==> src/design/hcbd_pkg.sv <==
`timescale 1ns / 1ps
// ----------------------------------------------------------------------------
// hcbd_pkg
// Types, codes and constants shared by the chunked body decoder modules.
// ----------------------------------------------------------------------------
package hcbd_pkg;

  localparam int COUNT_WIDTH_DEF = 32;
  localparam int QUEUE_DEPTH     = 2;

  localparam logic [7:0] CHAR_CR   = 8'h0D;
  localparam logic [7:0] CHAR_LF   = 8'h0A;
  localparam logic [7:0] CHAR_ZERO = 8'h30;

  typedef enum logic [1:0] {
    ST_RUN      = 2'd0,
    ST_DONE     = 2'd1,
    ST_NO_CRLF  = 2'd2,
    ST_BAD_ZERO = 2'd3
  } status_t;

  typedef enum logic [1:0] {
    PH_SIZE = 2'd0,
    PH_DATA = 2'd1,
    PH_CR   = 2'd2,
    PH_LF   = 2'd3
  } phase_t;

  typedef enum logic [1:0] {
    SH_EMPTY = 2'd0,
    SH_ZERO  = 2'd1,
    SH_OTHER = 2'd2
  } shape_t;

  typedef enum logic {
    CFG_CHUNKED_MODE   = 1'b0,
    CFG_CONTENT_LENGTH = 1'b1
  } cfg_index_t;

  typedef struct packed {
    logic [7:0] data_byte;
  } in_item_t;

  typedef struct packed {
    logic [7:0] body_byte;
    logic       body_valid;
    logic [1:0] status;
  } out_item_t;

  typedef struct packed {
    cfg_index_t  index;
    logic [31:0] value;
  } cfg_item_t;

  // Classified byte as it travels from the front to the back.
  typedef struct packed {
    logic [7:0] data_byte;
    logic       is_cr;
    logic       is_lf;
    logic       is_zero;
    logic       is_hex;
    logic [3:0] hex;
  } cls_t;

endpackage

==> src/design/hcbd_chan_if.sv <==
`timescale 1ns / 1ps
// ----------------------------------------------------------------------------
// hcbd_chan_if
// Valid/ready channel carrying one payload item per transfer.
// ----------------------------------------------------------------------------
interface hcbd_chan_if #(
  parameter type payload_t = logic
);
  logic     valid;
  logic     ready;
  payload_t payload;

  modport source (output valid, output payload, input ready);
  modport sink (input valid, input payload, output ready);
endinterface

==> src/design/hcbd_front.sv <==
`timescale 1ns / 1ps
// ----------------------------------------------------------------------------
// hcbd_front
// Accepts raw bytes and classifies them (CR, LF, '0', hex digit value).
// ----------------------------------------------------------------------------
module hcbd_front
  import hcbd_pkg::*;
(
  hcbd_chan_if.sink stream,
  input  logic      push_ready,
  output logic      push_valid,
  output cls_t      push_item
);

  logic [7:0] c;

  assign c            = stream.payload.data_byte;
  assign stream.ready = push_ready;
  assign push_valid   = stream.valid;

  always_comb begin
    push_item           = '0;
    push_item.data_byte = c;
    push_item.is_cr     = (c == CHAR_CR);
    push_item.is_lf     = (c == CHAR_LF);
    push_item.is_zero   = (c == CHAR_ZERO);
    if (c >= 8'h30 && c <= 8'h39) begin
      push_item.is_hex = 1'b1;
      push_item.hex    = 4'(c - 8'h30);
    end else if (c >= 8'h61 && c <= 8'h66) begin
      push_item.is_hex = 1'b1;
      push_item.hex    = 4'(c - 8'h57);
    end else if (c >= 8'h41 && c <= 8'h46) begin
      push_item.is_hex = 1'b1;
      push_item.hex    = 4'(c - 8'h37);
    end
  end

endmodule

==> src/design/hcbd_queue.sv <==
`timescale 1ns / 1ps
// ----------------------------------------------------------------------------
// hcbd_queue
// Short FIFO of classified bytes between the front and the back.
// ----------------------------------------------------------------------------
module hcbd_queue
  import hcbd_pkg::*;
(
  input  logic clk,
  input  logic rst,
  input  logic push_valid,
  input  cls_t push_item,
  output logic push_ready,
  output logic pop_valid,
  output cls_t pop_item,
  input  logic pop_ready
);

  localparam int PTR_W = (QUEUE_DEPTH > 1) ? $clog2(QUEUE_DEPTH) : 1;
  localparam int CNT_W = $clog2(QUEUE_DEPTH + 1);

  cls_t             mem [QUEUE_DEPTH];
  logic [PTR_W-1:0] wr_ptr;
  logic [PTR_W-1:0] rd_ptr;
  logic [CNT_W-1:0] count;
  logic             do_push;
  logic             do_pop;

  assign push_ready = (count != CNT_W'(QUEUE_DEPTH));
  assign pop_valid  = (count != '0);
  assign pop_item   = mem[rd_ptr];
  assign do_push    = push_valid && push_ready;
  assign do_pop     = pop_valid && pop_ready;

  always_ff @(posedge clk) begin
    if (do_push) begin
      mem[wr_ptr] <= push_item;
    end
  end

  always_ff @(posedge clk) begin
    if (rst) begin
      wr_ptr <= '0;
      rd_ptr <= '0;
      count  <= '0;
    end else begin
      if (do_push) begin
        wr_ptr <= (wr_ptr == PTR_W'(QUEUE_DEPTH - 1)) ? '0 : wr_ptr + 1'b1;
      end
      if (do_pop) begin
        rd_ptr <= (rd_ptr == PTR_W'(QUEUE_DEPTH - 1)) ? '0 : rd_ptr + 1'b1;
      end
      if (do_push && !do_pop) begin
        count <= count + 1'b1;
      end else if (do_pop && !do_push) begin
        count <= count - 1'b1;
      end
    end
  end

endmodule

==> src/design/hcbd_back.sv <==
`timescale 1ns / 1ps
// ----------------------------------------------------------------------------
// hcbd_back
// Decoding state machine: length counting, size lines, chunk data and the
// trailing CR LF, with a registered result stage.
// ----------------------------------------------------------------------------
module hcbd_back
  import hcbd_pkg::*;
#(
  parameter int COUNT_WIDTH = COUNT_WIDTH_DEF
) (
  input  logic        clk,
  input  logic        rst,
  input  logic        chunked_mode,
  input  logic [31:0] content_length,
  input  logic        pop_valid,
  input  cls_t        pop_item,
  output logic        pop_ready,
  hcbd_chan_if.source result
);

  typedef struct packed {
    logic [COUNT_WIDTH-1:0] accum;
    logic                   stopped;
    shape_t                 shape;
  } line_t;

  localparam logic [COUNT_WIDTH-1:0] COUNT_MAX = '1;

  function automatic line_t line_char(line_t ln, logic is_zero, logic is_hex,
                                      logic [3:0] hex);
    line_t r;
    r = ln;
    r.shape = (ln.shape == SH_EMPTY && is_zero) ? SH_ZERO : SH_OTHER;
    if (ln.stopped || !is_hex) begin
      r.stopped = 1'b1;
    end else if (ln.accum[COUNT_WIDTH-1 -: 4] != 4'd0) begin
      r.accum = COUNT_MAX;
    end else begin
      r.accum = {ln.accum[COUNT_WIDTH-5:0], hex};
    end
    return r;
  endfunction

  phase_t                 phase, phase_next;
  logic [COUNT_WIDTH-1:0] chunk_remaining, chunk_remaining_next;
  line_t                  line, line_next;
  logic                   pending_cr, pending_cr_next;
  logic [COUNT_WIDTH-1:0] bytes_taken, bytes_taken_next;
  status_t                final_status, final_status_next;

  logic                   res_valid;
  out_item_t              res_item;
  logic                   pop;
  logic                   body_valid;
  logic [COUNT_WIDTH-1:0] limit;
  logic [COUNT_WIDTH-1:0] taken_inc;
  logic [COUNT_WIDTH-1:0] remaining_dec;
  line_t                  line_cr;

  assign pop_ready      = !res_valid || result.ready;
  assign pop            = pop_valid && pop_ready;
  assign result.valid   = res_valid;
  assign result.payload = res_item;
  assign limit          = COUNT_WIDTH'(content_length);
  assign taken_inc      = bytes_taken + 1'b1;
  assign remaining_dec  = chunk_remaining - 1'b1;

  always_ff @(posedge clk) begin
    if (rst) begin
      phase           <= PH_SIZE;
      chunk_remaining <= '0;
      line            <= '{accum: '0, stopped: 1'b0, shape: SH_EMPTY};
      pending_cr      <= 1'b0;
      bytes_taken     <= '0;
      final_status    <= ST_RUN;
      res_valid       <= 1'b0;
    end else begin
      phase           <= phase_next;
      chunk_remaining <= chunk_remaining_next;
      line            <= line_next;
      pending_cr      <= pending_cr_next;
      bytes_taken     <= bytes_taken_next;
      final_status    <= final_status_next;
      if (pop) begin
        res_valid <= 1'b1;
      end else if (result.ready) begin
        res_valid <= 1'b0;
      end
    end
  end

  always_ff @(posedge clk) begin
    if (pop) begin
      res_item.body_byte  <= body_valid ? pop_item.data_byte : 8'd0;
      res_item.body_valid <= body_valid;
      res_item.status     <= final_status_next;
    end
  end

  always_comb begin
    phase_next           = phase;
    chunk_remaining_next = chunk_remaining;
    line_next            = line;
    pending_cr_next      = pending_cr;
    bytes_taken_next     = bytes_taken;
    final_status_next    = final_status;
    body_valid           = 1'b0;
    // A CR held back from the previous byte counts as a plain line character.
    line_cr = pending_cr ? line_char(line, 1'b0, 1'b0, 4'd0) : line;
    if (pop && final_status == ST_RUN) begin
      if (!chunked_mode) begin
        if (bytes_taken < limit) begin
          body_valid       = 1'b1;
          bytes_taken_next = taken_inc;
          if (taken_inc == limit) begin
            final_status_next = ST_DONE;
          end
        end else begin
          final_status_next = ST_DONE;
        end
      end else begin
        case (phase)
          PH_SIZE: begin
            if (pending_cr && pop_item.is_lf) begin
              if (line.accum == '0) begin
                final_status_next = (line.shape == SH_ZERO) ? ST_DONE : ST_BAD_ZERO;
              end else begin
                chunk_remaining_next = line.accum;
                phase_next           = PH_DATA;
              end
              line_next       = '{accum: '0, stopped: 1'b0, shape: SH_EMPTY};
              pending_cr_next = 1'b0;
            end else if (pop_item.is_cr) begin
              line_next       = line_cr;
              pending_cr_next = 1'b1;
            end else begin
              line_next       = line_char(line_cr, pop_item.is_zero, pop_item.is_hex,
                                          pop_item.hex);
              pending_cr_next = 1'b0;
            end
          end
          PH_DATA: begin
            body_valid = 1'b1;
            if (chunk_remaining != '0) begin
              chunk_remaining_next = remaining_dec;
            end
            if (chunk_remaining_next == '0) begin
              phase_next = PH_CR;
            end
          end
          PH_CR: begin
            if (pop_item.is_cr) begin
              phase_next = PH_LF;
            end else begin
              final_status_next = ST_NO_CRLF;
            end
          end
          default: begin
            if (pop_item.is_lf) begin
              phase_next = PH_SIZE;
            end else begin
              final_status_next = ST_NO_CRLF;
            end
          end
        endcase
      end
    end
  end

endmodule

==> src/design/http_chunked_body_decoder.sv <==
`timescale 1ns / 1ps
// ----------------------------------------------------------------------------
// http_chunked_body_decoder
// Extracts an HTTP request body by content length or chunked decoding.
// ----------------------------------------------------------------------------
// Path: each byte's result passes through the queue and then the registered
// result stage before it is offered.
// Throughput: one byte per cycle while the result side takes each result.
// Reset: synchronous; clears the decoder state, queue and configuration
// registers at once, with no clearing pass.
module http_chunked_body_decoder
  import hcbd_pkg::*;
#(
  parameter int COUNT_WIDTH = COUNT_WIDTH_DEF
) (
  input  logic        clk,
  input  logic        rst,
  hcbd_chan_if.sink   stream,
  hcbd_chan_if.source result,
  hcbd_chan_if.sink   cfg
);

  logic        chunked_mode;
  logic [31:0] content_length;
  logic        push_valid;
  logic        push_ready;
  cls_t        push_item;
  logic        pop_valid;
  logic        pop_ready;
  cls_t        pop_item;

  assign cfg.ready = 1'b1;

  always_ff @(posedge clk) begin
    if (rst) begin
      chunked_mode   <= 1'b0;
      content_length <= '0;
    end else if (cfg.valid) begin
      case (cfg.payload.index)
        CFG_CHUNKED_MODE:   chunked_mode   <= cfg.payload.value[0];
        CFG_CONTENT_LENGTH: content_length <= cfg.payload.value;
        default: ;
      endcase
    end
  end

  hcbd_front u_front (
    .stream     (stream),
    .push_ready (push_ready),
    .push_valid (push_valid),
    .push_item  (push_item)
  );

  hcbd_queue u_queue (
    .clk        (clk),
    .rst        (rst),
    .push_valid (push_valid),
    .push_item  (push_item),
    .push_ready (push_ready),
    .pop_valid  (pop_valid),
    .pop_item   (pop_item),
    .pop_ready  (pop_ready)
  );

  hcbd_back #(
    .COUNT_WIDTH (COUNT_WIDTH)
  ) u_back (
    .clk            (clk),
    .rst            (rst),
    .chunked_mode   (chunked_mode),
    .content_length (content_length),
    .pop_valid      (pop_valid),
    .pop_item       (pop_item),
    .pop_ready      (pop_ready),
    .result         (result)
  );

endmodule

==> src/flat_wrapper.sv <==
// flat-port wrapper written by rule: the top's interface ports become plain ports
module http_chunked_body_decoder_flat import hcbd_pkg::*;
#(
  parameter int COUNT_WIDTH = COUNT_WIDTH_DEF
)
  (clk, rst, stream_valid, stream_payload, stream_ready, result_valid, result_payload, result_ready, cfg_valid, cfg_payload, cfg_ready);
  hcbd_chan_if #(.payload_t(in_item_t)) stream_i ();
  hcbd_chan_if #(.payload_t(out_item_t)) result_i ();
  hcbd_chan_if #(.payload_t(cfg_item_t)) cfg_i ();
  input  logic clk;
  input  logic rst;
  input wire logic [$bits(stream_i.valid)-1:0] stream_valid;
  input wire logic [$bits(stream_i.payload)-1:0] stream_payload;
  output wire logic [$bits(stream_i.ready)-1:0] stream_ready;
  output wire logic [$bits(result_i.valid)-1:0] result_valid;
  output wire logic [$bits(result_i.payload)-1:0] result_payload;
  input wire logic [$bits(result_i.ready)-1:0] result_ready;
  input wire logic [$bits(cfg_i.valid)-1:0] cfg_valid;
  input wire logic [$bits(cfg_i.payload)-1:0] cfg_payload;
  output wire logic [$bits(cfg_i.ready)-1:0] cfg_ready;
  assign stream_i.valid = stream_valid;
  assign stream_i.payload = stream_payload;
  assign stream_ready = stream_i.ready;
  assign result_valid = result_i.valid;
  assign result_payload = result_i.payload;
  assign result_i.ready = result_ready;
  assign cfg_i.valid = cfg_valid;
  assign cfg_i.payload = cfg_payload;
  assign cfg_ready = cfg_i.ready;
  http_chunked_body_decoder #(.COUNT_WIDTH(COUNT_WIDTH)) u_core (.clk(clk), .rst(rst), .stream(stream_i), .result(result_i), .cfg(cfg_i));
endmodule
==> config.mk <==
export PLATFORM = sky130hd
export DESIGN_NAME = http_chunked_body_decoder_flat
export DESIGN_NICKNAME = d
export VERILOG_FILES = /design/src/design/hcbd_pkg.sv /design/src/design/hcbd_chan_if.sv /design/src/design/hcbd_front.sv /design/src/design/hcbd_queue.sv /design/src/design/hcbd_back.sv /design/src/design/http_chunked_body_decoder.sv /design/src/flat_wrapper.sv
export SDC_FILE = /design/constraint.sdc
export NUM_CORES = 1
export LEC_CHECK = 0
export BUFFER_PORTS_ARGS = -buffer_cell sky130_fd_sc_hd__buf_2
export CAP_MARGIN = 20
export CORE_UTILIZATION = 54
export CTS_CLUSTER_SIZE = 16
export DETAILED_ROUTE_END_ITERATION = 6
export GPL_ROUTABILITY_DRIVEN = 1
export PLACE_DENSITY_LB_ADDON = 0.1
export SLEW_MARGIN = 20
export SYNTH_ARGS = -nofsm -noshare
export SYNTH_HDL_FRONTEND = slang
export SYNTH_SLANG_ARGS = --single-unit
export TNS_END_PERCENT = 100
==> constraint.sdc <==
create_clock -name clk -period 6.3 [get_ports clk]
set_input_delay 1.26 -clock clk [delete_from_list [all_inputs] [get_ports clk]]
set_output_delay 1.26 -clock clk [all_outputs]
set_load 0.05 [all_outputs]
==> out/results.ini <==
[placed_design]
dp_hpwl_um=18600
port_buffers=58
gp_congestion=0.891
place_inst=1545

[cts]
cts_root_buf=clkbuf_16
cts_max_path_buffers=2
htree_levels=4
cts_inserted_buffers=17
cts.repair.resized=0
cts_tree=yes
clock_latency_ns=0.44
clock-sinks=186
post_cts_buffers=0
cts_hold_buf=0
clk_pin_slew_worst_paths_ns=0.07

[worst_setup_path]
regToRegStartpoint=u_core.u_back.chunk_remaining[0]
rr_endpoint=u_core.u_back.phase[0]
end_kind=flop
r2r_cells=10
critical_path_arrival_ns=3.80
timing.reg2reg.setup_slack_ns=2.82
cp.required_ns=6.62
worstPathMaxFanout=6
cp-start-kind=flop
crit_type=flop to flop

[synth]
synth_edf_count=43
synth_top_cell_area_share_pct=26.9
yosysSeqAreaShare_pct=39.0
ys_seq_elements=186
syn_nets=1392
syn_area_per_cell_um2=8.17
yosysMostFrequentCell=nand2_1
synth_area_leaders=dfxtp_1, edfxtp_1, nand2_1
synth_top_area_cell=dfxtp_1
netlist_area_mm2=0.0106
synthTopCellsByCount=nand2_1, dfxtp_1, nor2_1
yosysWarningCount=0
synth_cells=1302
synth_ff_type=dfxtp_1
yosysUniqueCellTypes=74
async_flop_share_pct=0

[pwr]
totalPowerFinal_w=0.00315
pwr-share-clk_pct=34.8
p_sw_share_pct=34.5
p_comb_share_pct=20.4
switchingPower_w=0.00108
irDropWorstVdd_mv=0.283
seqPwrFrac_pct=44.8
p_int_w=0.00206
p_leak_nw=4.22
p_per_area_mw_per_mm2=270

[global_routing]
grt_pass1_wl_um=43400
grt_overflow=0
grt_usage_pct=27.0
grt_max_degree=69
grt_antenna_before_repair=0
grt_pass1_vias=8687

[sta]
max_freq_mhz=287
whs_ns=0.471
finClkSkew_ns=0.0170
fin_crit_ns=3.48
hold_viol_final=0
slew_viol_final=0
worst_pin_slew_ns=0.954
fin_tns_setup_ns=0
period_share_pct=55.2
maxSlewHeadroom_pct=35.9
grt_setup_unrepaired=no
setup_viol=0

[routing]
vias=9497
avgViaCountPerCell=6.02
drt_iter0_drc=711
drc=0
wl_per_cell_um=16.9
ant_nets=0
firstDrtPassIters=7
wl_um=26700

[floorplanning]
ios=60
die_h_um=142
die_area_mm2=0.0203
die_w_um=142
coreArea_mm2=0.0190
floorplan.initialDensity_pct=56.0
rows=50

[worst_hold_path]
min-delay-start=u_core.content_length[0]
holdPathEnd=u_core.content_length[0]
hold_path_class=flop to flop
min_path_cells=2

[cells_and_area]
multi_input_area_mm2=0.00597
stdcell_count=1577
diodes=0
layout.nets=1394
regArea_mm2=0.00415
area_growth_pct=9.42
drive_gt1_share_pct=9.57
post-route-util_pct=61.2
nFillCells=1778

[outcome]
status=finished clean

[job]
maxCapViolCount=0

metrics by stage:
| step | instance area (µm²) | setup WS, ns |
|---|---|---|
| after global routing | 11600 | 2.54 |
| final | 11600 | 2.82 |
| after global placement | 11000 | 2.55 |
| after floorplan | 10600 | 3.13 |
| after detailed placement | 11000 | 2.48 |
| after CTS | 11600 | 2.86 |
final cells by class:
type / instances / share of cell area [%]
clock buffer: 17 / 3.65
clock inverter: 15 / 1.56
inverter: 56 / 1.81
multi-input combinational: 974 / 51.2
sequential: 186 / 35.7
tap: 260 / 2.79
timing repair buffer: 69 / 3.29
metal layers:
layer	routed length (µm)	GRT usage [%]
met1	12200	35.9
met2	12800	44.3
met3	1140	4.27
met4	538	9.22
met5	0	0
worst max path at each step:
stage                                startpoint                                 to  cells after the start
3_3_place_gp                       result_ready  u_core.u_back.chunk_remaining[15]                      9
6_report       u_core.u_back.chunk_remaining[0]             u_core.u_back.phase[0]                     10
4_1_cts        u_core.u_back.chunk_remaining[0]             u_core.u_back.phase[0]                     10
3_5_place_dp                       result_ready  u_core.u_back.chunk_remaining[14]                     10
5_1_grt        u_core.u_back.chunk_remaining[0]             u_core.u_back.phase[0]                     10
2_1_floorplan                      result_ready             u_core.u_back.phase[0]                      8
cells in the final DEF (no fill, tap or decap), types with 17 or more instances in the layout:
| cell | synthesis | routed |
|---|---|---|
| a21oi_1 | 105 | 104 |
| buf_2 | 1 | 57 |
| clkbuf_16 | 0 | 17 |
| dfxtp_1 | 143 | 143 |
| edfxtp_1 | 43 | 43 |
| ha_1 | 44 | 43 |
| inv_1 | 55 | 55 |
| mux2i_1 | 18 | 18 |
| nand2_1 | 186 | 185 |
| nand3_1 | 30 | 30 |
| nand4_1 | 22 | 22 |
| nor2_1 | 112 | 111 |
| nor3_1 | 30 | 30 |
| nor4_1 | 21 | 21 |
| o21ai_0 | 73 | 73 |
| o31ai_1 | 36 | 36 |
| or4_1 | 36 | 36 |
| xnor2_1 | 33 | 33 |
| xor2_1 | 20 | 20 |
cell families (layout without fill, tap and decap cells):
kind of cell	after synthesis	count (layout)	share of synthesized area, %
xor gates and xnor gates	53	53	4.36
AOI/OAI and AO/OA	325	325	19.2
DFF	186	186	39.0
buffers and inverters	142	157	5.13
muxes	22	22	2.12
other	1	1	0.0352
adders and majority gates	44	44	5.17
and+or+nand+nor	529	529	25.0
critical path: stages (launching register included):
cell and delay, ns:
dfxtp_1 0.36, inv_1 0.13, ha_1 0.26, nor3b_1 0.66, nand4_1 0.32, nor4_1 0.66, a211o_1 0.22, a2111oi_0 0.06
and4_1 0.23, a311o_1 0.34, o311a_1 0.12
power by group through the flow:
| stage | combinational, W | clock (W) | sequential [W] |
|---|---|---|---|
| floorplan | 0.000373 | 0 | 0.00152 |
| global placement | 0.000631 | 0 | 0.00144 |
| detailed placement | 0.000642 | 0 | 0.00144 |
| CTS | 0.000645 | 0.00111 | 0.00141 |
| global route | 0.000702 | 0.00116 | 0.00142 |
| finish | 0.000642 | 0.00109 | 0.00141 |
flip-flops by register name, indices dropped and copies added (netlist names), 2 cells and up, named ones only:
signal and flops:
u_core.u_queue.mem 32, u_core.u_back.phase 2, u_core.u_back.bytes_taken 32, u_core.u_queue.count 2
u_core.u_back.line 35, u_core.content_length 32, u_core.u_back.chunk_remaining 32, u_core.u_back.result.payload 11
u_core.u_back.final_status 2
(Power assumes the default switching activity.)
